==> src/hdl/url_path_decode_and_check_unit_defines.svh <==
// Assertion helpers shared by the url path decode blocks.
// They expect clk_i and rst_ni in the scope of use.
`ifndef URL_PATH_DECODE_AND_CHECK_UNIT_DEFINES_SVH
`define URL_PATH_DECODE_AND_CHECK_UNIT_DEFINES_SVH

// Plain property, checked out of reset.
`define UPD_ASSERT(lbl, prop, msg) \
  lbl: assert property (@(posedge clk_i) disable iff (!rst_ni) (prop)) else $error(msg);

// Antecedent in one cycle implies consequent in the next.
`define UPD_ASSERT_NEXT(lbl, ante, cons, msg) \
  `UPD_ASSERT(lbl, (ante) |=> (cons), msg)

`endif

==> src/hdl/upd_pkg.sv <==
package upd_pkg;

  localparam int PATH_LIMIT     = 4096;
  localparam int CNT_W          = $clog2(PATH_LIMIT);
  localparam int ROOT_W         = 12;
  localparam int LEN_W          = 12;
  localparam int SUM_W          = ((CNT_W > ROOT_W) ? CNT_W : ROOT_W) + 2;
  localparam int INDEX_NAME_LEN = 10;
  localparam int CFG_IDX_W      = 2;
  localparam int CFG_DATA_W     = 12;

  localparam logic [7:0] CH_QMARK  = 8'h3F;
  localparam logic [7:0] CH_HASH   = 8'h23;
  localparam logic [7:0] CH_PCT    = 8'h25;
  localparam logic [7:0] CH_SLASH  = 8'h2F;
  localparam logic [7:0] CH_BSLASH = 8'h5C;
  localparam logic [7:0] CH_COLON  = 8'h3A;
  localparam logic [7:0] CH_DOT    = 8'h2E;
  localparam logic [7:0] CH_SPACE  = 8'h20;
  localparam logic [7:0] CH_DEL    = 8'h7F;

  typedef enum logic [2:0] {
    ESC_IDLE = 3'b001,
    ESC_HIGH = 3'b010,
    ESC_LOW  = 3'b100
  } upd_esc_e;

  // dot run of the current segment
  typedef enum logic [1:0] {
    DOTS_NONE  = 2'd0,
    DOTS_ONE   = 2'd1,
    DOTS_TWO   = 2'd2,
    DOTS_OTHER = 2'd3
  } upd_dots_e;

  typedef enum logic [2:0] {
    ST_OK            = 3'd0,
    ST_BAD_REQUEST   = 3'd1,
    ST_FORBIDDEN     = 3'd2,
    ST_TOO_LONG      = 3'd3,
    ST_ROOT_OVERFLOW = 3'd4
  } upd_status_e;

  typedef enum logic [CFG_IDX_W-1:0] {
    CFG_ROOT_LENGTH   = 2'd0,
    CFG_ROOT_NEEDS_SEP = 2'd1
  } upd_cfg_e;

  typedef struct packed {
    upd_esc_e         esc;
    logic [3:0]       high;
    logic [CNT_W-1:0] dec_cnt;
    logic [CNT_W-1:0] rel_cnt;
    logic             trim;
    upd_dots_e        dots;
    logic             term;
    logic             err;
    logic             trav;
    logic             last_slash;
  } upd_state_t;

  localparam upd_state_t STATE_RST = '{
    esc:        ESC_IDLE,
    high:       4'd0,
    dec_cnt:    '0,
    rel_cnt:    '0,
    trim:       1'b1,
    dots:       DOTS_NONE,
    term:       1'b0,
    err:        1'b0,
    trav:       1'b0,
    last_slash: 1'b0
  };

  typedef struct packed {
    logic [7:0]       out_byte;
    logic             byte_valid;
    logic             done_res;
    upd_status_e      status;
    logic             append_index;
    logic [LEN_W-1:0] path_length;
  } upd_res_t;

  // {valid, nibble}
  function automatic logic [4:0] hex_digit_decode(input logic [7:0] c);
    logic [4:0] r;
    r = 5'd0;
    if (c inside {[8'h30:8'h39]}) begin
      r = {1'b1, c[3:0]};
    end else if (c inside {[8'h41:8'h46], [8'h61:8'h66]}) begin
      r = {1'b1, c[3:0] + 4'd9};
    end
    return r;
  endfunction

endpackage

==> src/hdl/upd_if.sv <==
interface upd_in_if;
  logic       valid;
  logic       ready;
  logic [7:0] url_byte;
  logic       end_marker;
  modport source (output valid, url_byte, end_marker, input ready);
  modport sink   (input valid, url_byte, end_marker, output ready);
endinterface

interface upd_out_if;
  logic                     valid;
  logic                     ready;
  logic [7:0]               out_byte;
  logic                     byte_valid;
  logic                     done_res;
  logic [2:0]               status;
  logic                     append_index;
  logic [upd_pkg::LEN_W-1:0] path_length;
  modport source (output valid, out_byte, byte_valid, done_res, status, append_index,
                  path_length, input ready);
  modport sink   (input valid, out_byte, byte_valid, done_res, status, append_index,
                  path_length, output ready);
endinterface

interface upd_cfg_if;
  logic                          valid;
  logic                          ready;
  logic [upd_pkg::CFG_IDX_W-1:0]  index;
  logic [upd_pkg::CFG_DATA_W-1:0] data;
  modport source (output valid, index, data, input ready);
  modport sink   (input valid, index, data, output ready);
endinterface

==> src/hdl/upd_decoder.sv <==
module upd_decoder (
  input  upd_pkg::upd_state_t          state_i,
  input  logic [7:0]                   url_byte_i,
  input  logic                         end_marker_i,
  input  logic [upd_pkg::ROOT_W-1:0]   root_len_i,
  input  logic                         needs_sep_i,
  output upd_pkg::upd_state_t          state_o,
  output logic                         emit_o,
  output upd_pkg::upd_res_t            res_o
);

  logic [4:0]                 hv;
  logic                       take_en;
  logic [7:0]                 take_c;
  logic                       ap;
  logic                       sep;
  logic                       end_err;
  logic                       end_trav;
  logic [upd_pkg::SUM_W-1:0]  rel_sum;
  logic [upd_pkg::SUM_W-1:0]  root_sep;
  logic [upd_pkg::SUM_W-1:0]  total;
  logic [upd_pkg::SUM_W-1:0]  lim;
  upd_pkg::upd_status_e       st;

  assign hv = upd_pkg::hex_digit_decode(url_byte_i);

  // end-of-target summary
  assign end_err  = state_i.err || (state_i.esc != upd_pkg::ESC_IDLE);
  assign end_trav = state_i.trav || (state_i.dots == upd_pkg::DOTS_TWO);
  assign ap       = (state_i.rel_cnt == '0) || state_i.last_slash;
  assign sep      = needs_sep_i && (root_len_i != '0);
  assign lim      = upd_pkg::SUM_W'(upd_pkg::PATH_LIMIT);
  assign rel_sum  = upd_pkg::SUM_W'(state_i.rel_cnt)
                  + (ap ? upd_pkg::SUM_W'(upd_pkg::INDEX_NAME_LEN) : '0);
  assign root_sep = upd_pkg::SUM_W'(root_len_i) + upd_pkg::SUM_W'(sep);
  assign total    = root_sep + rel_sum;

  always_comb begin
    if (end_err) begin
      st = upd_pkg::ST_BAD_REQUEST;
    end else if (end_trav) begin
      st = upd_pkg::ST_FORBIDDEN;
    end else if (rel_sum >= lim) begin
      st = upd_pkg::ST_TOO_LONG;
    end else if (upd_pkg::SUM_W'(root_len_i) >= lim || root_sep >= lim) begin
      st = upd_pkg::ST_ROOT_OVERFLOW;
    end else if (total >= lim) begin
      st = upd_pkg::ST_TOO_LONG;
    end else begin
      st = upd_pkg::ST_OK;
    end
  end

  always_comb begin
    state_o = state_i;
    emit_o  = 1'b0;
    res_o   = '0;
    take_en = 1'b0;
    take_c  = url_byte_i;

    if (end_marker_i) begin
      state_o           = upd_pkg::STATE_RST;
      emit_o            = 1'b1;
      res_o.done_res    = 1'b1;
      res_o.status      = st;
      if (st != upd_pkg::ST_BAD_REQUEST && st != upd_pkg::ST_FORBIDDEN) begin
        res_o.append_index = ap;
        res_o.path_length  = upd_pkg::LEN_W'(state_i.rel_cnt);
      end
    end else if (!state_i.err && !state_i.term) begin
      case (state_i.esc)
        upd_pkg::ESC_HIGH: begin
          if (hv[4]) begin
            state_o.high = hv[3:0];
            state_o.esc  = upd_pkg::ESC_LOW;
          end else begin
            state_o.err = 1'b1;
            state_o.esc = upd_pkg::ESC_IDLE;
          end
        end
        upd_pkg::ESC_LOW: begin
          state_o.esc = upd_pkg::ESC_IDLE;
          if (hv[4]) begin
            take_en = 1'b1;
            take_c  = {state_i.high, hv[3:0]};
          end else begin
            state_o.err = 1'b1;
          end
        end
        default: begin
          state_o.esc = upd_pkg::ESC_IDLE;
          if (url_byte_i == upd_pkg::CH_QMARK || url_byte_i == upd_pkg::CH_HASH) begin
            state_o.term = 1'b1;
          end else if (url_byte_i == upd_pkg::CH_PCT) begin
            state_o.esc = upd_pkg::ESC_HIGH;
          end else begin
            take_en = 1'b1;
          end
        end
      endcase
    end

    // decoded byte handling
    if (take_en) begin
      if (take_c < upd_pkg::CH_SPACE || take_c == upd_pkg::CH_DEL) begin
        state_o.err = 1'b1;
      end else begin
        if (take_c == upd_pkg::CH_BSLASH) begin
          take_c = upd_pkg::CH_SLASH;
        end
        if (state_i.dec_cnt >= upd_pkg::CNT_W'(upd_pkg::PATH_LIMIT - 1)) begin
          state_o.err = 1'b1;
        end else begin
          state_o.dec_cnt = state_i.dec_cnt + 1'b1;
          if (!(state_i.trim && take_c == upd_pkg::CH_SLASH)) begin
            state_o.trim = 1'b0;
            if (take_c == upd_pkg::CH_SLASH || take_c == upd_pkg::CH_COLON) begin
              if (state_i.dots == upd_pkg::DOTS_TWO) begin
                state_o.trav = 1'b1;
              end
              state_o.dots = upd_pkg::DOTS_NONE;
            end else if (take_c == upd_pkg::CH_DOT) begin
              case (state_i.dots)
                upd_pkg::DOTS_NONE: state_o.dots = upd_pkg::DOTS_ONE;
                upd_pkg::DOTS_ONE:  state_o.dots = upd_pkg::DOTS_TWO;
                default:            state_o.dots = upd_pkg::DOTS_OTHER;
              endcase
            end else begin
              state_o.dots = upd_pkg::DOTS_OTHER;
            end
            state_o.rel_cnt    = state_i.rel_cnt + 1'b1;
            state_o.last_slash = (take_c == upd_pkg::CH_SLASH);
            emit_o             = 1'b1;
            res_o.out_byte     = take_c;
            res_o.byte_valid   = 1'b1;
          end
        end
      end
    end
  end

endmodule

==> src/hdl/upd_out_buf.sv <==
`include "url_path_decode_and_check_unit_defines.svh"

module upd_out_buf (
  input  logic              clk_i,
  input  logic              rst_ni,
  input  logic              push_i,
  input  upd_pkg::upd_res_t res_i,
  output logic              ready_o,
  upd_out_if.source         out_o
);

  upd_pkg::upd_res_t main_q;
  upd_pkg::upd_res_t skid_q;
  logic              main_valid_q;
  logic              skid_valid_q;
  logic              pop;

  assign ready_o = !skid_valid_q;
  assign pop     = main_valid_q && out_o.ready;

  always_ff @(posedge clk_i or negedge rst_ni) begin
    if (!rst_ni) begin
      main_valid_q <= 1'b0;
      skid_valid_q <= 1'b0;
    end else if (pop) begin
      if (skid_valid_q) begin
        skid_valid_q <= push_i;
      end else begin
        main_valid_q <= push_i;
      end
    end else if (push_i) begin
      if (main_valid_q) begin
        skid_valid_q <= 1'b1;
      end else begin
        main_valid_q <= 1'b1;
      end
    end
  end

  always_ff @(posedge clk_i) begin
    if (pop) begin
      if (skid_valid_q) begin
        main_q <= skid_q;
        if (push_i) begin
          skid_q <= res_i;
        end
      end else if (push_i) begin
        main_q <= res_i;
      end
    end else if (push_i) begin
      if (main_valid_q) begin
        skid_q <= res_i;
      end else begin
        main_q <= res_i;
      end
    end
  end

  assign out_o.valid        = main_valid_q;
  assign out_o.out_byte     = main_q.out_byte;
  assign out_o.byte_valid   = main_q.byte_valid;
  assign out_o.done_res     = main_q.done_res;
  assign out_o.status       = main_q.status;
  assign out_o.append_index = main_q.append_index;
  assign out_o.path_length  = main_q.path_length;

  `UPD_ASSERT(a_skid_needs_main, skid_valid_q |-> main_valid_q, "skid full with main empty")
  `UPD_ASSERT(a_no_push_when_full, !(push_i && skid_valid_q), "beat pushed into full buffer")
  `UPD_ASSERT_NEXT(a_skid_moves_up, pop && skid_valid_q, main_valid_q && main_q == $past(skid_q), "skid beat not promoted in order")

endmodule

==> src/hdl/url_path_decode_and_check_unit.sv <==
// URL path decoder: takes one raw request-target byte per beat on in_i, then a
// beat with end_marker set. Each byte beat gives at most one result beat (a
// decoded, slash-trimmed path byte); the end beat always gives one summary
// beat with status, append_index and path_length, after which the path state
// is cleared. One beat is taken every cycle while in_i.ready is high; with the
// output register free, a result is presented on out_o the cycle after its
// input beat. A two-entry output buffer (main register plus skid) decouples
// the sides, so in_i.ready only drops when the sink has stalled with both
// entries full. cfg_i is always ready; write it only while the block is idle.
`include "url_path_decode_and_check_unit_defines.svh"

module url_path_decode_and_check_unit (
  input  logic      clk_i,
  input  logic      rst_ni,
  upd_in_if.sink    in_i,
  upd_out_if.source out_o,
  upd_cfg_if.sink   cfg_i
);

  logic [upd_pkg::ROOT_W-1:0] root_len_q;
  logic                       needs_sep_q;
  upd_pkg::upd_state_t        state_q;
  upd_pkg::upd_state_t        state_d;
  upd_pkg::upd_res_t          res;
  logic                       emit;
  logic                       buf_ready;
  logic                       in_acc;
  logic                       push;

  // Configuration registers
  assign cfg_i.ready = 1'b1;

  always_ff @(posedge clk_i or negedge rst_ni) begin
    if (!rst_ni) begin
      root_len_q  <= upd_pkg::ROOT_W'(1);
      needs_sep_q <= 1'b0;
    end else if (cfg_i.valid) begin
      case (cfg_i.index)
        upd_pkg::CFG_ROOT_LENGTH:    root_len_q  <= cfg_i.data[upd_pkg::ROOT_W-1:0];
        upd_pkg::CFG_ROOT_NEEDS_SEP: needs_sep_q <= cfg_i.data[0];
        default: ;
      endcase
    end
  end

  // Byte path: state advances on every accepted beat
  assign in_i.ready = buf_ready;
  assign in_acc     = in_i.valid && buf_ready;
  assign push       = in_acc && emit;

  upd_decoder u_decoder (
    .state_i      (state_q),
    .url_byte_i   (in_i.url_byte),
    .end_marker_i (in_i.end_marker),
    .root_len_i   (root_len_q),
    .needs_sep_i  (needs_sep_q),
    .state_o      (state_d),
    .emit_o       (emit),
    .res_o        (res)
  );

  always_ff @(posedge clk_i or negedge rst_ni) begin
    if (!rst_ni) begin
      state_q <= upd_pkg::STATE_RST;
    end else if (in_acc) begin
      state_q <= state_d;
    end
  end

  upd_out_buf u_out_buf (
    .clk_i   (clk_i),
    .rst_ni  (rst_ni),
    .push_i  (push),
    .res_i   (res),
    .ready_o (buf_ready),
    .out_o   (out_o)
  );

  // end beat always summarises and clears; byte results never carry done
  `UPD_ASSERT(a_one_kind, push |-> (res.byte_valid ^ res.done_res), "result is neither byte nor summary")
  `UPD_ASSERT_NEXT(a_end_clears, in_acc && in_i.end_marker, state_q == upd_pkg::STATE_RST, "path state not cleared after end beat")
  `UPD_ASSERT(a_quiet_after_error, in_acc && !in_i.end_marker && state_q.err |-> !emit, "byte emitted after decode error")

endmodule

==> src/flat_wrapper.sv <==
// flat-port wrapper written by rule: the top's interface ports become plain ports
module url_path_decode_and_check_unit_flat 
  (clk_i, rst_ni, in_i_valid, in_i_url_byte, in_i_end_marker, in_i_ready, out_o_valid, out_o_out_byte, out_o_byte_valid, out_o_done_res, out_o_status, out_o_append_index, out_o_path_length, out_o_ready, cfg_i_valid, cfg_i_index, cfg_i_data, cfg_i_ready);
  upd_in_if in_i_i ();
  upd_out_if out_o_i ();
  upd_cfg_if cfg_i_i ();
  input  logic clk_i;
  input  logic rst_ni;
  input wire logic [$bits(in_i_i.valid)-1:0] in_i_valid;
  input wire logic [$bits(in_i_i.url_byte)-1:0] in_i_url_byte;
  input wire logic [$bits(in_i_i.end_marker)-1:0] in_i_end_marker;
  output wire logic [$bits(in_i_i.ready)-1:0] in_i_ready;
  output wire logic [$bits(out_o_i.valid)-1:0] out_o_valid;
  output wire logic [$bits(out_o_i.out_byte)-1:0] out_o_out_byte;
  output wire logic [$bits(out_o_i.byte_valid)-1:0] out_o_byte_valid;
  output wire logic [$bits(out_o_i.done_res)-1:0] out_o_done_res;
  output wire logic [$bits(out_o_i.status)-1:0] out_o_status;
  output wire logic [$bits(out_o_i.append_index)-1:0] out_o_append_index;
  output wire logic [$bits(out_o_i.path_length)-1:0] out_o_path_length;
  input wire logic [$bits(out_o_i.ready)-1:0] out_o_ready;
  input wire logic [$bits(cfg_i_i.valid)-1:0] cfg_i_valid;
  input wire logic [$bits(cfg_i_i.index)-1:0] cfg_i_index;
  input wire logic [$bits(cfg_i_i.data)-1:0] cfg_i_data;
  output wire logic [$bits(cfg_i_i.ready)-1:0] cfg_i_ready;
  assign in_i_i.valid = in_i_valid;
  assign in_i_i.url_byte = in_i_url_byte;
  assign in_i_i.end_marker = in_i_end_marker;
  assign in_i_ready = in_i_i.ready;
  assign out_o_valid = out_o_i.valid;
  assign out_o_out_byte = out_o_i.out_byte;
  assign out_o_byte_valid = out_o_i.byte_valid;
  assign out_o_done_res = out_o_i.done_res;
  assign out_o_status = out_o_i.status;
  assign out_o_append_index = out_o_i.append_index;
  assign out_o_path_length = out_o_i.path_length;
  assign out_o_i.ready = out_o_ready;
  assign cfg_i_i.valid = cfg_i_valid;
  assign cfg_i_i.index = cfg_i_index;
  assign cfg_i_i.data = cfg_i_data;
  assign cfg_i_ready = cfg_i_i.ready;
  url_path_decode_and_check_unit u_core (.clk_i(clk_i), .rst_ni(rst_ni), .in_i(in_i_i), .out_o(out_o_i), .cfg_i(cfg_i_i));
endmodule
==> config.mk <==
export PLATFORM = sky130hd
export DESIGN_NAME = url_path_decode_and_check_unit_flat
export DESIGN_NICKNAME = d
export VERILOG_FILES = /design/src/hdl/upd_pkg.sv /design/src/hdl/upd_if.sv /design/src/hdl/upd_decoder.sv /design/src/hdl/upd_out_buf.sv /design/src/hdl/url_path_decode_and_check_unit.sv /design/src/flat_wrapper.sv
export VERILOG_INCLUDE_DIRS = /design/src /design/src/hdl
export SDC_FILE = /design/constraint.sdc
export NUM_CORES = 1
export LEC_CHECK = 0
export ABC_AREA = 1
export BUFFER_PORTS_ARGS = -buffer_cell sky130_fd_sc_hd__buf_2
export CAP_MARGIN = 40
export CELL_PAD_IN_SITES_DETAIL_PLACEMENT = 1
export CELL_PAD_IN_SITES_GLOBAL_PLACEMENT = 2
export CORE_MARGIN = 2
export CORE_UTILIZATION = 33
export DETAILED_ROUTE_END_ITERATION = 6
export GPL_TIMING_DRIVEN = 1
export PLACE_DENSITY_LB_ADDON = 0.1
export SLEW_MARGIN = 40
export SYNTH_ARGS = -nofsm -noshare
export SYNTH_HDL_FRONTEND = slang
export SYNTH_SLANG_ARGS = --single-unit
==> constraint.sdc <==
create_clock -name clk_i -period 3.65 [get_ports clk_i]
set_input_delay 0.5475 -clock clk_i [delete_from_list [all_inputs] [get_ports clk_i]]
set_output_delay 0.5475 -clock clk_i [all_outputs]
set_load 0.02 [all_outputs]
## Word level (Yosys, flattened, before mapping)

Cells that the tools add are included.

| word-level totals | value |
|---|---|
| register bits after elaboration | 105 |
| logic and storage cells | 186 |
| output and inout port bits | 29 |
| input port bits | 28 |

| cells by class | value |
|---|---|
| mux-type cells | 79 |
| reduce and logical (&&, ||, !) cells | 42 |
| add/subtract/negate cells | 6 |
| eq/ne operators | 21 |
| order comparisons | 12 |

Operators by type and width:

| operator | count |
|---|---|
| 26-bit two-way mux | 9 |
| 27-bit two-way mux | 4 |
| 8-bit two-way mux | 7 |
| 8-bit by 6-bit equality test with 1-bit output, second input constant | 6 |
| 9-bit two-way mux | 4 |
| 13-bit greater-or-equal comparator, second input constant | 2 |
| 1-bit two-way mux | 25 |
| 12-bit by 1-bit adder with 12-bit output, second input constant | 2 |
| 2-bit two-way mux | 11 |
| 3-bit two-way mux | 6 |
| 17-bit two-way mux | 1 |
| 8-bit by 7-bit equality test with 1-bit output, second input constant | 2 |
| 8-bit by 7-bit greater-or-equal comparator with 1-bit output, second input constant | 2 |
| 8-bit by 7-bit <= comparator with 1-bit output, second input constant | 2 |
| 2-bit nonzero test | 8 |
| 15-bit two-way mux | 1 |
| 13-bit by 13-bit adder with 14-bit output | 1 |
| 14-bit by 13-bit greater-or-equal comparator with 1-bit output, second input constant | 1 |
| 7-bit two-way mux | 2 |
| 12-bit by 1-bit adder with 13-bit output | 1 |
| 12-bit by 4-bit adder with 13-bit output | 1 |
| 12-bit by 13-bit greater-or-equal comparator with 1-bit output, second input constant | 1 |
| 13-bit two-way mux | 1 |
| 12-bit greater-or-equal comparator, second input constant | 1 |
| other kinds (27) | 59 |

## Longest topological paths before layout

Gate-level depths: netlist of the first run.

| depth | value |
|---|---|
| word-level depth | 23 |
| mapped depth | 24 |
| gate-level depth less buffers | 24 |

## Modules after synthesis

From an unflattened synthesis of the first run, not the netlist that was laid out.

| unflattened totals | value |
|---|---|
| cell total of the unflattened synthesis | 943 |
| area total of the unflattened synthesis | 7070.5 µm² |

Modules (own cells, without submodules):

| module | sequential area each (µm²) | cells each | area each (µm²) | instances |
|---|---|---|---|---|
| upd_decoder | 0.0 | 554 | 2909.0 | 1 |
| upd_out_buf | 1611.5 | 161 | 2103.3 | 1 |
| url_path_decode_and_check_unit | 1280.0 | 228 | 2058.2 | 1 |

## Least setup slack after synthesis of the first run

Ideal clock, no wire load.

| path | value |
|---|---|
| path type | reg2reg |
| start | reg u_core.state_q[11] (netlist bit) |
| end | reg u_core.u_out_buf.main_q (netlist bit u_core.u_out_buf.out_o.status[0]) (data pin) |
| path buffers | 0 |
| required time | 3.395 ns |
| setup time | 0.255 ns |
| data arrival time | 3.275 ns |
| path slack | 0.120 ns |
| cell stages (with the launch flop) | 24 |
| clock period less this slack | 3.530 ns |
| cell sequence | dfrtp_1 > nor4_1 > nand4_1 > o21ai_0 > ha_1 > ha_1 > nand2_1 > a21oi_1 > nand3_1 > nor2_1 > nand2_1 > nor2_1 > xor2_1 > ha_1 > nand3_1 > nand2_1 > a211oi_1 > nand2_1 > a21oi_1 > nand2_1 > nand3_1 > a21oi_1 > nor2_1 > nor2_1 |

RTL lines:

| element | line | RTL |
|---|---|---|
| from (decl) | url_path_decode_and_check_unit.sv:22 | `upd_pkg::upd_state_t state_q;` |
| from (signal assigned) | url_path_decode_and_check_unit.sv:64 | `state_q <= upd_pkg::STATE_RST;` |
| from (signal assigned) | url_path_decode_and_check_unit.sv:66 | `state_q <= state_d;` |
| to (signal assigned) | upd_out_buf.sv:43 | `main_q <= skid_q;` |
| to (signal assigned) | upd_out_buf.sv:48 | `main_q <= res_i;` |
| to (signal assigned) | upd_out_buf.sv:54 | `main_q <= res_i;` |
| to (decl) | upd_out_buf.sv:12 | `upd_pkg::upd_res_t main_q;` |

## Worst setup path in the final report of the first run

| path | value |
|---|---|
| start | reg u_core.state_q[14] (netlist bit) |
| end | reg u_core.u_out_buf.main_q (netlist bit u_core.u_out_buf.out_o.status[1]) (data pin) |

| on the way | value |
|---|---|
| longest elaborated chain between the ends | 15 |
| elaborated cells on any way between the ends | 18 |
| classes of those cells | 2 x add/sub; 2 x order compare; 12 x mux; 2 x reduce/logical |

Ends and longest elaborated chain:

| element | line | RTL |
|---|---|---|
| 12-bit logical NOT | upd_decoder.sv:30 | `assign ap = (state_i.rel_cnt == '0) \|\| state_i.last_slash;` |
| 1-bit logical OR | upd_decoder.sv:30 |  |
| 4-bit two-way mux | upd_decoder.sv:34 | `+ (ap ? upd_pkg::SUM_W'(upd_pkg::INDEX_NAME_LEN) : '0);` |
| 12-bit by 4-bit adder with 13-bit output (*) | upd_decoder.sv:34 |  |
| 13-bit by 13-bit adder with 14-bit output | upd_decoder.sv:36 | `assign total = root_sep + rel_sum;` |
| 14-bit by 13-bit greater-or-equal comparator with 1-bit output | upd_decoder.sv:47 | `end else if (total >= lim) begin` |
| 2-bit two-way mux | upd_decoder.sv:47 |  |
| 3-bit two-way mux | upd_decoder.sv:45 | `end else if (upd_pkg::SUM_W'(root_len_i) >= lim \|\| root_sep >= lim) begin` |
| 3-bit two-way mux (*) | upd_decoder.sv:43 | `end else if (rel_sum >= lim) begin` |
| 3-bit two-way mux (*) | upd_decoder.sv:41 | `end else if (end_trav) begin` |
| 3-bit two-way mux (*) | upd_decoder.sv:39 | `if (end_err) begin` |
| 17-bit two-way mux (*) | upd_decoder.sv:61 | `if (end_marker_i) begin` |
| 26-bit two-way mux, on equally long branches | upd_out_buf.sv:51, upd_out_buf.sv:47 |  |
| 26-bit two-way mux, on equally long branches | upd_out_buf.sv:50, upd_out_buf.sv:42 |  |
| 26-bit two-way mux (*) | upd_out_buf.sv:41 | `if (pop) begin` |

Every way passes the cells marked *; elsewhere a longest branch is shown, timed or not. The select of a mux whose other input is x is not followed.
A chain may end at the register's enable or synchronous reset.

==> results.tsv, run 1 <==
metric	value	unit
ant_nets	0	
fill_cells	2266	
gp_congestion	0.8367	
synth_edf_count	52	
dp.final_hpwl	13350	um
ys.flop_type	edfxtp_1	
grt_use_met1	0.2271	
drtIter0Drc	194	
ys_seq_area_frac	0.4522	
worst_clock_skew	0.01562	ns
die_y	143.2	um
ys_types	48	
grt_pass1_wl	29240	um
tns	0	ns
htreeDepth	3	
fin_crit	3.616	ns
synth-simple-area-share	0.2722	
slew_viol_final	0	
cp-start-kind	flop	
syn-num-nets	813	
clkTransAtPathRegs	0.08	ns
yosysWarnings	0	
start_util	0.3396	
critPathRequiredTime	3.77	ns
cp-end-kind	flop	
overflow	0	
synth_seq_cells	105	
synth_compound_area_frac	0.1015	
synth_top_area_share	0.2442	
grt-busiest-layer	met2	
clock_path_buffers	2	
period_share	0.9907	
wl_per_cell	15.51	um
grt_max_degree	41	
grtUsageTotal	0.1810	
synth_cells	760	
synthXorXnorAreaFrac	0.04109	
fmax	276.5	MHz
final_cells	1123	
dieArea	20510	sq um
viasPerCell	4.847	
p_per_area	558.3	nW/um^2
root_buffer	clkbuf_16	
drv_cap	0	
clock-sinks	105	
synth_top_cell_by_area	edfxtp_1	
fin_ws	0.03391	ns
use_met3	0.02985	
syn_to_final_growth	20.41	%
crit_arrival	3.74	ns
drtPass1Iterations	4	
core-area	18830	sq um
worst_slew_pin_slew	0.6078	ns
route.detailed.drc	0	
synth_fa_ha_area_frac	0.05009	
critical_path_class	flop to flop	
antenna_found_initial	0	
layout.nets	911	
cp_max_fo	3	
place_area	7263	sq um
ioPinCount	57	
cts_tree	done	
synthMuxAreaShare	0.01233	
drive_gt1_frac	0.2248	
grt_pass1_vias	5761	
synthesis.area	6395	sq um
insertedDiodeCount	0	
port_buffers	55	
insertion_delay	0.37	ns
max-vdd-ir-drop	0.2539	mV
synth_top_family_by_area	simple AND/OR/NAND/NOR gates	
hold_class	input pin to async pin	
via_count	5443	
grt.met2_usage	0.3228	
place_ws	-0.2387	ns
status	finished, final reports clean	
fin_hold_ws	0.1614	ns
finalSetupViolations	0	
r2r_slack	0.03	ns
rows	50	
dpl.cell_count	1103	
cts_buffers	9	
cellLeakagePower	3.557	nW
slew_headroom	0.5915	
rsz0062_at_grt	yes	
hold_violations	0	
stdcell_area	7700	sq um
postSynthAreaPerCell	8.414	sq um
die_x	143.2	um
synth.area.top_cells	edfxtp_1, dfrtp_1, nand2_1	
wirelength	17420	um
synth_async_sr_flop_share	0.5048	
[stage by stage]
stage          utilization  total power, W
2_1_floorplan            -        0.002674
3_3_place_gp        0.3856        0.003197
3_5_place_dp        0.3857        0.003272
4_1_cts             0.4056        0.004352
5_1_grt             0.4089        0.004622
6_report            0.4089        0.004299
[cells in the mapped netlist, types with 2 or more instances]
library cell,number
edfxtp_1,52
nor2_4,6
clkbuf_1,9
o211ai_1,3
ha_1,24
o21ai_0,40
xnor2_1,2
nor2_1,66
nand3b_1,2
nand2_4,11
nand3_4,2
o21ai_1,4
nand4_1,11
clkinv_1,2
nor3_1,14
a211oi_1,2
buf_6,3
a21oi_1,31
mux2_2,7
nor2_2,4
inv_1,94
o22ai_1,4
a31oi_1,4
nand2_1,196
nand3_2,2
nand2_2,9
o21ai_2,4
dfrtp_1,50
o22ai_2,6
inv_2,2
dfstp_2,3
nand3_1,41
xor2_1,28
nor4_1,8
[per-layer routing]
layer / wire, um / share of wire
met4: 274 / 0.016
met3: 348 / 0.020
met5: 0 / 0
met1: 8039 / 0.46
met2: 8760 / 0.50
[cells in the final DEF (no fill, tap or decap), types with 5 or more instances in the layout]
cell / count
inv_1: 94
nor4_1: 5
xor2_1: 28
clkbuf_16: 9
buf_4: 44
o22ai_2: 6
nand3_2: 5
edfxtp_1: 52
nor2_1: 66
ha_1: 22
mux2_2: 7
nor3_1: 12
o21ai_2: 5
buf_2: 54
o21ai_0: 39
nand2_4: 11
dfrtp_1: 50
nor2_4: 6
nand2_1: 192
a21oi_1: 28
nand2_2: 13
nand3_1: 38
nand4_1: 11
[registers in the layout, indices dropped and copies added (netlist names)]
signal                               flops
u_core.u_out_buf.out_o.done_res          1
u_core.u_out_buf.out_o.path_length      12
u_core.needs_sep_q                       1
u_core.u_out_buf.skid_valid_q            1
u_core.root_len_q                       12
u_core.u_out_buf.out_o.append_index      1
u_core.u_out_buf.out_o.byte_valid        1
u_core.u_out_buf.out_o.valid             1
u_core.u_out_buf.out_o.status            3
u_core.u_out_buf.out_o.out_byte          8
u_core.state_q                          38
u_core.u_out_buf.skid_q                 26
[cells by family after synthesis]
logic type / after synthesis
muxes: 7
AOI/OAI and AO/OA: 107
DFF: 105
other: 1
and+or+nand+nor: 373
adders and majority gates: 25
buffers and inverters: 112
xor gates and xnor gates: 30
[final timing paths]
kind	end	depth (start not counted)	from
setup / recovery	u_core.u_out_buf.out_o.status[1]	23	u_core.state_q[14]
hold / removal	u_core.root_len_q[1]	1	rst_ni
setup reg to reg	u_core.u_out_buf.out_o.status[1]	23	u_core.state_q[14]
hold reg to reg	u_core.state_q[31]	2	u_core.state_q[31]
max in group asynchronous	u_core.u_out_buf.skid_valid_q	2	rst_ni
min in group clk_i	u_core.root_len_q[1]	2	cfg_i_data[1]
[cell type report]
cell class,instances,area (sq um),area share
Multi-Input combinational cell,543,3152,0.4093
Sequential cell,105,2892,0.3755
Timing Repair Buffer,101,651.9,0.08466
Inverter,98,367.9,0.04777
Tap cell,260,325.3,0.04225
Clock buffer,9,225.2,0.02925
Clock inverter,7,86.33,0.01121
[critical path: stages, from the launching register on]
cell and delay [ns]:
dfrtp_1 0.40, nor4_2 0.26, nand4_1 0.15, o21ai_2 0.18, ha_2 0.23, ha_4 0.14
nand2_2 0.05, a21oi_2 0.14, nand3_1 0.10, nor2_1 0.10, nand2_1 0.07, nor2_1 0.11
xor2_1 0.16, ha_1 0.28, nand2_1 0.10, nand2_2 0.08, a211oi_2 0.19, nand2_1 0.10
a21oi_2 0.13, nand2_2 0.09, nand2_1 0.08, nand2_2 0.06, nand3_2 0.08, a21oi_1 0.06
[power breakdown]
group	total, W	internal [W]	switching, W	leakage [nW]
combinational	0.00159	0.000569	0.00102	2.24
sequential	0.00169	0.00153	0.000153	1.17
clock	0.00102	0.000497	0.000527	0.152
[what timing repair did]
| action | CTS | global route |
|---|---|---|
| hold endpoints to repair | 0 | 0 |
| buffers inserted | 2 | 1 |
| pin swaps | 8 | 6 |
| hold buffers | 0 | 0 |
| endpoints found under the setup margin | 4 | 4 |
| gates resized for setup | 12 | 8 |
Note: power is estimated with default switching activity, not from simulation.
==> inputs of run 2 (changes only) <==
--- a/config.mk
+++ b/config.mk
@@ -17,4 +17,5 @@
 export GPL_TIMING_DRIVEN = 1
 export PLACE_DENSITY_LB_ADDON = 0.1
+export SKIP_LAST_GASP = 1
 export SLEW_MARGIN = 40
 export SYNTH_ARGS = -nofsm -noshare
==> constraint.sdc (replaced) <==
create_clock -name clk_i -period 3.65 [get_ports clk_i]
set_input_delay 0.5475 -clock clk_i [delete_from_list [all_inputs] [get_ports clk_i]]
set_output_delay 0.5475 -clock clk_i [all_outputs]
set_load 0.1 [all_outputs]
==> run 2 against run 1 <==
Effect of this change: register-to-register slack lost 0.02 ns; non-clock buffer count is the same; worst setup slack lost 0.022 ns; via count is essentially flat; total power grew 12%; clock-buffer cell count is the same; fmax shrank 0.60%; combinational power grew 31%; core utilization is essentially flat; sequential power is essentially flat.
==> results.tsv, run 2 (synthesized netlist as in run 1, its figures left out) <==
metric	value	unit
status	finished, final reports clean	
critical_path_class	flop to flop	
cp-start-kind	flop	
cts_hold_buffers	0	
root_buffer	clkbuf_16	
cts_tree	done	
wirelength	17380	um
stdcell_area	7706	sq um
gp_congestion	0.8367	
p_per_area	623.2	nW/um^2
drtPass1Iterations	4	
route.detailed.drc	0	
cellLeakagePower	3.555	nW
clockPowerShare	0.213	
top_regs	u_core.state_q x38, u_core.u_out_buf.skid_q x26	
r2r_cells	23	
drive_gt1_frac	0.2283	
switching_share	0.4581	
tns	0	ns
power	0.004803	W
seq_power_share	0.351	
rows	50	
ant_nets	0	
port_buffers	55	
hold_class	input pin to async pin	
syn_to_final_growth	20.50	%
final_common_cell	nand2_1	
cp_max_fo	3	
drv_cap	0	
pwr-share-comb	0.436	
worst_path_most_repeated_cell	nor2_1	
place_area	7263	sq um
r2r_slack	0.01	ns
regMostFlops	u_core.state_q	
worst_clock_skew	0.01529	ns
clock_path_buffers	2	
period_share	0.9967	
grt_pass1_wl	29240	um
clock-sinks	105	
cp-end-kind	flop	
wl_per_cell	15.47	um
antenna_found_initial	0	
worst_slew_pin_slew	0.6130	ns
r2r_start	u_core.state_q[14]	
dp.final_hpwl	13350	um
insertion_delay	0.37	ns
p_switching	0.002200	W
finalSetupViolations	0	
viasPerCell	4.851	
grt_max_degree	41	
die_x	143.2	um
critPathRequiredTime	3.78	ns
crit_slowest_cell	dfrtp_1	
core-area	18830	sq um
rsz0062_at_grt	yes	
dieArea	20510	sq um
path_cells	nor4_2 -> nand4_1 -> o21ai_2 -> ha_2 -> ha_4 -> nand2_2 -> a21oi_2 -> nand3_1 -> nor2_1 -> nand2_1 -> nor2_1 -> xor2_1 -> ha_1 -> nand2_1 -> nand2_2 -> a211oi_2 -> nand2_1 -> a21oi_2 -> nand2_2 -> nand3_2 -> a21oi_2 -> nor2_1 -> nor2_1	
clkTransAtPathRegs	0.08	ns
cts_buffers	9	
max-vdd-ir-drop	0.2598	mV
final_cell_mix	nand2_1, inv_1, nor2_1	
hold_violations	0	
crit_arrival	3.77	ns
largest_reg_flops	38	
grt_pass1_vias	5767	
drtIter0Drc	204	
ioPinCount	57	
rr_endpoint	u_core.u_out_buf.out_o.status[0]	
overflow	0	
slew_headroom	0.5880	
crit_path_max_incr_delay	0.40	ns
die_y	143.2	um
fmax	274.9	MHz
power.internal	0.002603	W
htreeDepth	3	
start_util	0.3396	
layout.nets	911	
grtUsageTotal	0.1810	
insertedDiodeCount	0	
fin_crit	3.638	ns
via_count	5448	
slew_viol_final	0	
-- run 2: area by class of cell --
type                            count  area [sq um]
Tap cell                          260         325.3
Fill cell                        2262         11120
Inverter                           98         367.9
Multi-Input combinational cell    543          3158
Clock inverter                      7         86.33
Clock buffer                        9         225.2
Timing Repair Buffer              101         651.9
Sequential cell                   105          2892
-- run 2: what timing repair did --
item / in CTS / in global routing
buffers inserted: 2 / 1
resized for setup: 10 / 13
pin swaps: 8 / 7
endpoints found under the setup margin: 4 / 4
-- run 2: worst max-delay path, delay by kind of cell, from the launching register on --
kind / cells / cell delay [ns]
simple gates: 14 / 1.45
compound gates: 5 / 0.72
fa+ha+maj: 3 / 0.65
flops: 1 / 0.40
xor+xnor: 1 / 0.16
-- run 2: metrics by stage --
stage / hold slack, ns / setup WS (ns) / std cells / util
after floorplan: 0.2519 / 0.1171 / 760 / -
after global placement: 0.4785 / -0.006768 / 1103 / 0.3856
after detailed placement: 0.4797 / -0.2387 / 1103 / 0.3857
after CTS: 0.1764 / -0.09028 / 1121 / 0.4053
after global routing: 0.1866 / -0.2414 / 1123 / 0.4092
final: 0.1615 / 0.01191 / 1123 / 0.4092
-- run 2: power by group through the flow --
stage | Combinational, W | Sequential [W] | Clock [W]
after global routing | 0.00230 | 0.00172 | 0.00110
final | 0.00209 | 0.00169 | 0.00102
after floorplan | 0.000914 | 0.00226 | 0
after CTS | 0.00210 | 0.00169 | 0.00106
after global placement | 0.00200 | 0.00170 | 0
after detailed placement | 0.00206 | 0.00171 | 0
-- run 2: worst max path at each step --
stage,startpoint,endpoint,slack [ns],depth (start not counted)
3_5_place_dp,u_core.state_q[11],u_core.u_out_buf.out_o.status[0],-0.24,23
2_1_floorplan,u_core.state_q[11],u_core.u_out_buf.out_o.status[0],0.12,23
4_1_cts,u_core.state_q[14],u_core.u_out_buf.out_o.status[0],-0.09,23
3_3_place_gp,u_core.state_q[11],u_core.u_out_buf.out_o.status[0],-0.007,23
5_1_grt,u_core.state_q[14],u_core.u_out_buf.out_o.status[0],-0.24,24
6_report,u_core.state_q[14],u_core.u_out_buf.out_o.status[0],0.01,23
-- run 2: per-layer routing --
metal	part of all wire	up-vias	track usage	wire length, um
li1	-	2717	-	-
met1	0.46	2662	0.2271	8035
met2	0.50	51	0.3228	8723
met3	0.021	18	0.02985	363
met4	0.015	0	0.04586	255
met5	0	-	0	0
